File: config.mk
export PLATFORM = sky130hd
export DESIGN_NAME = rc6_rk_ram
export DESIGN_NICKNAME = d
export VERILOG_FILES = /design/src/hw/rtl/rc6_rk_ram.sv
export SDC_FILE = /design/constraint.sdc
export NUM_CORES = 2
export LEC_CHECK = 0
export BUFFER_PORTS_ARGS = -buffer_cell sky130_fd_sc_hd__buf_2
export CAP_MARGIN = 30
export CELL_PAD_IN_SITES_DETAIL_PLACEMENT = 0
export CELL_PAD_IN_SITES_GLOBAL_PLACEMENT = 1
export CORE_MARGIN = 2
export CORE_UTILIZATION = 45
export DETAILED_ROUTE_END_ITERATION = 10
export MAX_ROUTING_LAYER = met4
export PLACE_DENSITY = 0.77
export SLEW_MARGIN = 20
export SYNTH_ARGS = -nofsm -noshare
export SYNTH_HDL_FRONTEND = slang
export SYNTH_SLANG_ARGS = --single-unit
File: constraint.sdc
create_clock -name clock -period 4.5 [get_ports clock]
set_input_delay 0.9 -clock clock [delete_from_list [all_inputs] [get_ports clock]]
set_output_delay 0.9 -clock clock [all_outputs]
set_load 0.005 [all_outputs]
File: src/hw/rtl/rc6_rk_ram.sv
`default_nettype none

module rc6_rk_ram #(
   parameter int DEPTH  = 84,
   parameter int ADDR_W = 7
) (
   input  wire logic              clock,
   input  wire logic              we,
   input  wire logic [ADDR_W-1:0] waddr,
   input  wire logic [31:0]       wdata,
   input  wire logic [ADDR_W-1:0] raddr0,
   input  wire logic [ADDR_W-1:0] raddr1,
   output logic      [31:0]       rdata0,
   output logic      [31:0]       rdata1
);

   logic [31:0] ram [DEPTH];
   logic [31:0] rdata0_ff;
   logic [31:0] rdata1_ff;

   always_ff @(posedge clock) begin
      if (we) begin
         ram[waddr] <= wdata;
      end
      rdata0_ff <= ram[raddr0];
      rdata1_ff <= ram[raddr1];
   end

   assign rdata0 = rdata0_ff;
   assign rdata1 = rdata1_ff;

endmodule

`default_nettype wire

==> out/metrics.yaml <==
worst_setup_path:
  critical_path.max_stage_delay_ns: 0.78
  ff2ff_setup_slack_ns: 1.88
  cp-end-kind: "flip-flop"
  criticalPathCategory: "in2reg"
  critPathLaunchType: "primary input"
  cp.required_ns: 5.29
  critPathArrivalTime_ns: 4.05
  crit_path_max_fanout: 54
  cp_common_cell: "mux4_2"
  cp_cell_sequence: "buf_8 -> buf_12 -> mux4_2 -> mux4_2 -> o21ai_0 -> nand3_1"
  critPathSlowestCell: "o21ai_0"
finish:
  area_growth_pct: 15.5
  fin_nets: 6632
  final_layout_size_suffix_gt1_frac: 0.389
clock_network:
  cts_tree: "built"
  ctsResizeCount: 0
  cts_buffers: 302
  cts_setup_buffers: 0
  clock-sinks: 2752
  clk_pin_slew_worst_paths_ns: 0.06
  ctsHoldBuffers: 0
  htreeDepth: 5
  clkLatencyLatePin_ns: 0.99
  cts.path.max_buffers: 4
  clock-root-buffer: "clkbuf_16"
yosys:
  synth_warnings: 0
  syn_area_um2: 125000
  synth_largest_area_cell: "edfxtp_1"
  async_reset_ff_frac: 0
  synth_cell_types: 58
  ys_top_cells_by_area: "edfxtp_1 64%, mux4_2 25%, mux2i_1 1.8%"
  synth_area_per_cell_um2: 20.7
  syn-num-nets: 6105
  synth-seq-area-share: 0.654
  synth_ff_type: "edfxtp_1"
  synth_seq_cells: 2752
  synth_edf_count: 2688
  syn_inst: 6050
  synth.top_cell.area_share: 0.644
global_route:
  grt_max_degree: 83
  grt_antenna_before_repair: 47
  grt_pass1_wl_um: 638000
  gr-total-overflow: 0
  grt_pass1_vias: 75141
  grt_usage: 0.340
drt:
  drt_pre_antenna_iters: 8
  viasPerCell: 7.40
  drc: 0
  drt-initial-drc-count: 15150
  ant_nets: 0
  vias: 78174
  wirelength_um: 473000
  wl_per_cell_um: 44.7
timing:
  setup-violations-final: 0
  finalCriticalPeriod_ns: 3.26
  fin_setup_tns_ns: 0
  relSlewSlack: 0.202
  hold_slack_ns: 0.180
  slew_violations: 0
  worstMarginPinSlew_ns: 1.18
  rsz0062_at_grt: "no"
  clock-skew-final_ns: 0.0672
  fin_crit_sh: 0.725
  final_hold_viol_count: 0
  fmax_mhz: 307
job:
  maxCapViolations: 0
place:
  place.gp.congestion: 0.958
  post-dp-hpwl_um: 291000
  io_buffers: 118
floorplan:
  dieHeight_um: 532
  initial_core_util: 0.453
  dieArea_um2: 283000
  ioPinCount: 119
  core_um2: 277000
  fp-row-count: 193
  chipWidth_um: 532
power:
  powerDensity_nw_per_um2: 403
  p_leak_nw: 45.7
  irDropWorstVdd_mv: 0.462
status:
  status: "finished clean"
hold_path:
  hold_path.class: "in2reg"
-- cell usage in the layout (no fill, tap or decap), types with 9 or more instances in the layout --
cell type,instances
edfxtp_1,2688
mux4_2,1380
buf_4,427
clkbuf_16,313
mux2i_1,222
nand2_1,183
buf_12,144
o22ai_1,115
buf_2,102
nor2_4,85
o21ai_0,80
a22oi_1,79
nor2_1,75
a211oi_1,68
dfxtp_1,64
nand3_1,60
a21oi_1,60
clkbuf_1,58
diode_2,55
nor2b_1,53
clkinv_1,48
clkinv_2,46
a221oi_1,35
mux2_2,31
bufinv_16,30
a31oi_1,27
o221ai_1,24
nand2b_1,24
o211ai_1,19
clkbuf_8,18
nor3_1,15
a211o_1,13
o2111ai_1,12
a2111oi_0,12
clkinvlp_4,12
nand4_1,11
o21a_1,9
-- logic make-up after synthesis --
family | synth area share
flip-flops | 0.654
multiplexers | 0.268
AO/OA/AOI/OAI | 0.0342
AND/OR/NAND/NOR | 0.0215
buffers and inverters | 0.0217
-- per-layer routing --
metal / routed length, um / vias up / GRT usage
met5: 0 / - / -
met4: 31700 / 0 / 0.193
met3: 76400 / 1611 / 0.124
met2: 210000 / 7560 / 0.485
met1: 154000 / 41283 / 0.420
li1: - / 27720 / -
-- cell usage after synthesis, types with 31 or more instances --
master,number
nor2_1,166
dfxtp_1,64
a21oi_1,60
nand2_1,183
mux2_2,31
buf_2,178
buf_6,39
nor2b_1,60
a221oi_1,36
clkbuf_1,118
edfxtp_1,2688
mux2i_1,222
o22ai_1,115
nand3_1,60
a22oi_1,79
mux4_2,1380
buf_4,118
o21ai_0,82
a211oi_1,68
-- stage by stage --
stage	setup WS [ns]	std cells	area, um^2	power [mW]	utilization
final	1.24	10567	145000	58.4	0.523
after global routing	1.40	10552	145000	59.5	0.523
after CTS	1.54	10498	144000	58.3	0.522
after detailed placement	0.531	9964	135000	33.8	0.487
after global placement	0.331	9958	135000	33.7	0.486
after floorplan	0.427	6050	125000	31.5	-
-- registers in the layout, summed over array words and instances (netlist names) --
register and cells:
rdata0 32, ram 2688, rdata1 32
-- report_power, final --
part / internal [mW] / switching, mW
Combinational: 1.91 / 3.04
Clock: 14.7 / 10.3
Sequential: 28.3 / 0.198
Total: 44.9 / 13.5
-- path summary, 6_finish.rpt --
| check | from | end | cells after the start |
|---|---|---|---|
| max | raddr1[1] | rdata1[9] | 6 |
| min | wdata[10] | ram[79][10] | 1 |
| max reg2reg | ram[51][9] | rdata1[9] | 4 |
| min reg2reg | ram[82][24] | rdata1[24] | 3 |
-- layout make-up --
class | count | area, um^2
Inverter | 4 | 21.3
Timing Repair Buffer | 690 | 6880
Fill cell | 21318 | 132000
Multi-Input combinational cell | 2827 | 41300
Sequential cell | 2752 | 82000
Clock buffer | 389 | 8300
Tap cell | 3705 | 4640
Clock inverter | 145 | 1480
Antenna cell | 55 | 138
-- critical path, delay by kind of cell --
kind	cells	cell delay [ns]
buffers and inverters	2	1.02
and+or+nand+nor	1	0.17
AOI/OAI and AO/OA	1	0.78
muxes	2	0.90
Power figures use the tool's default switching activity.
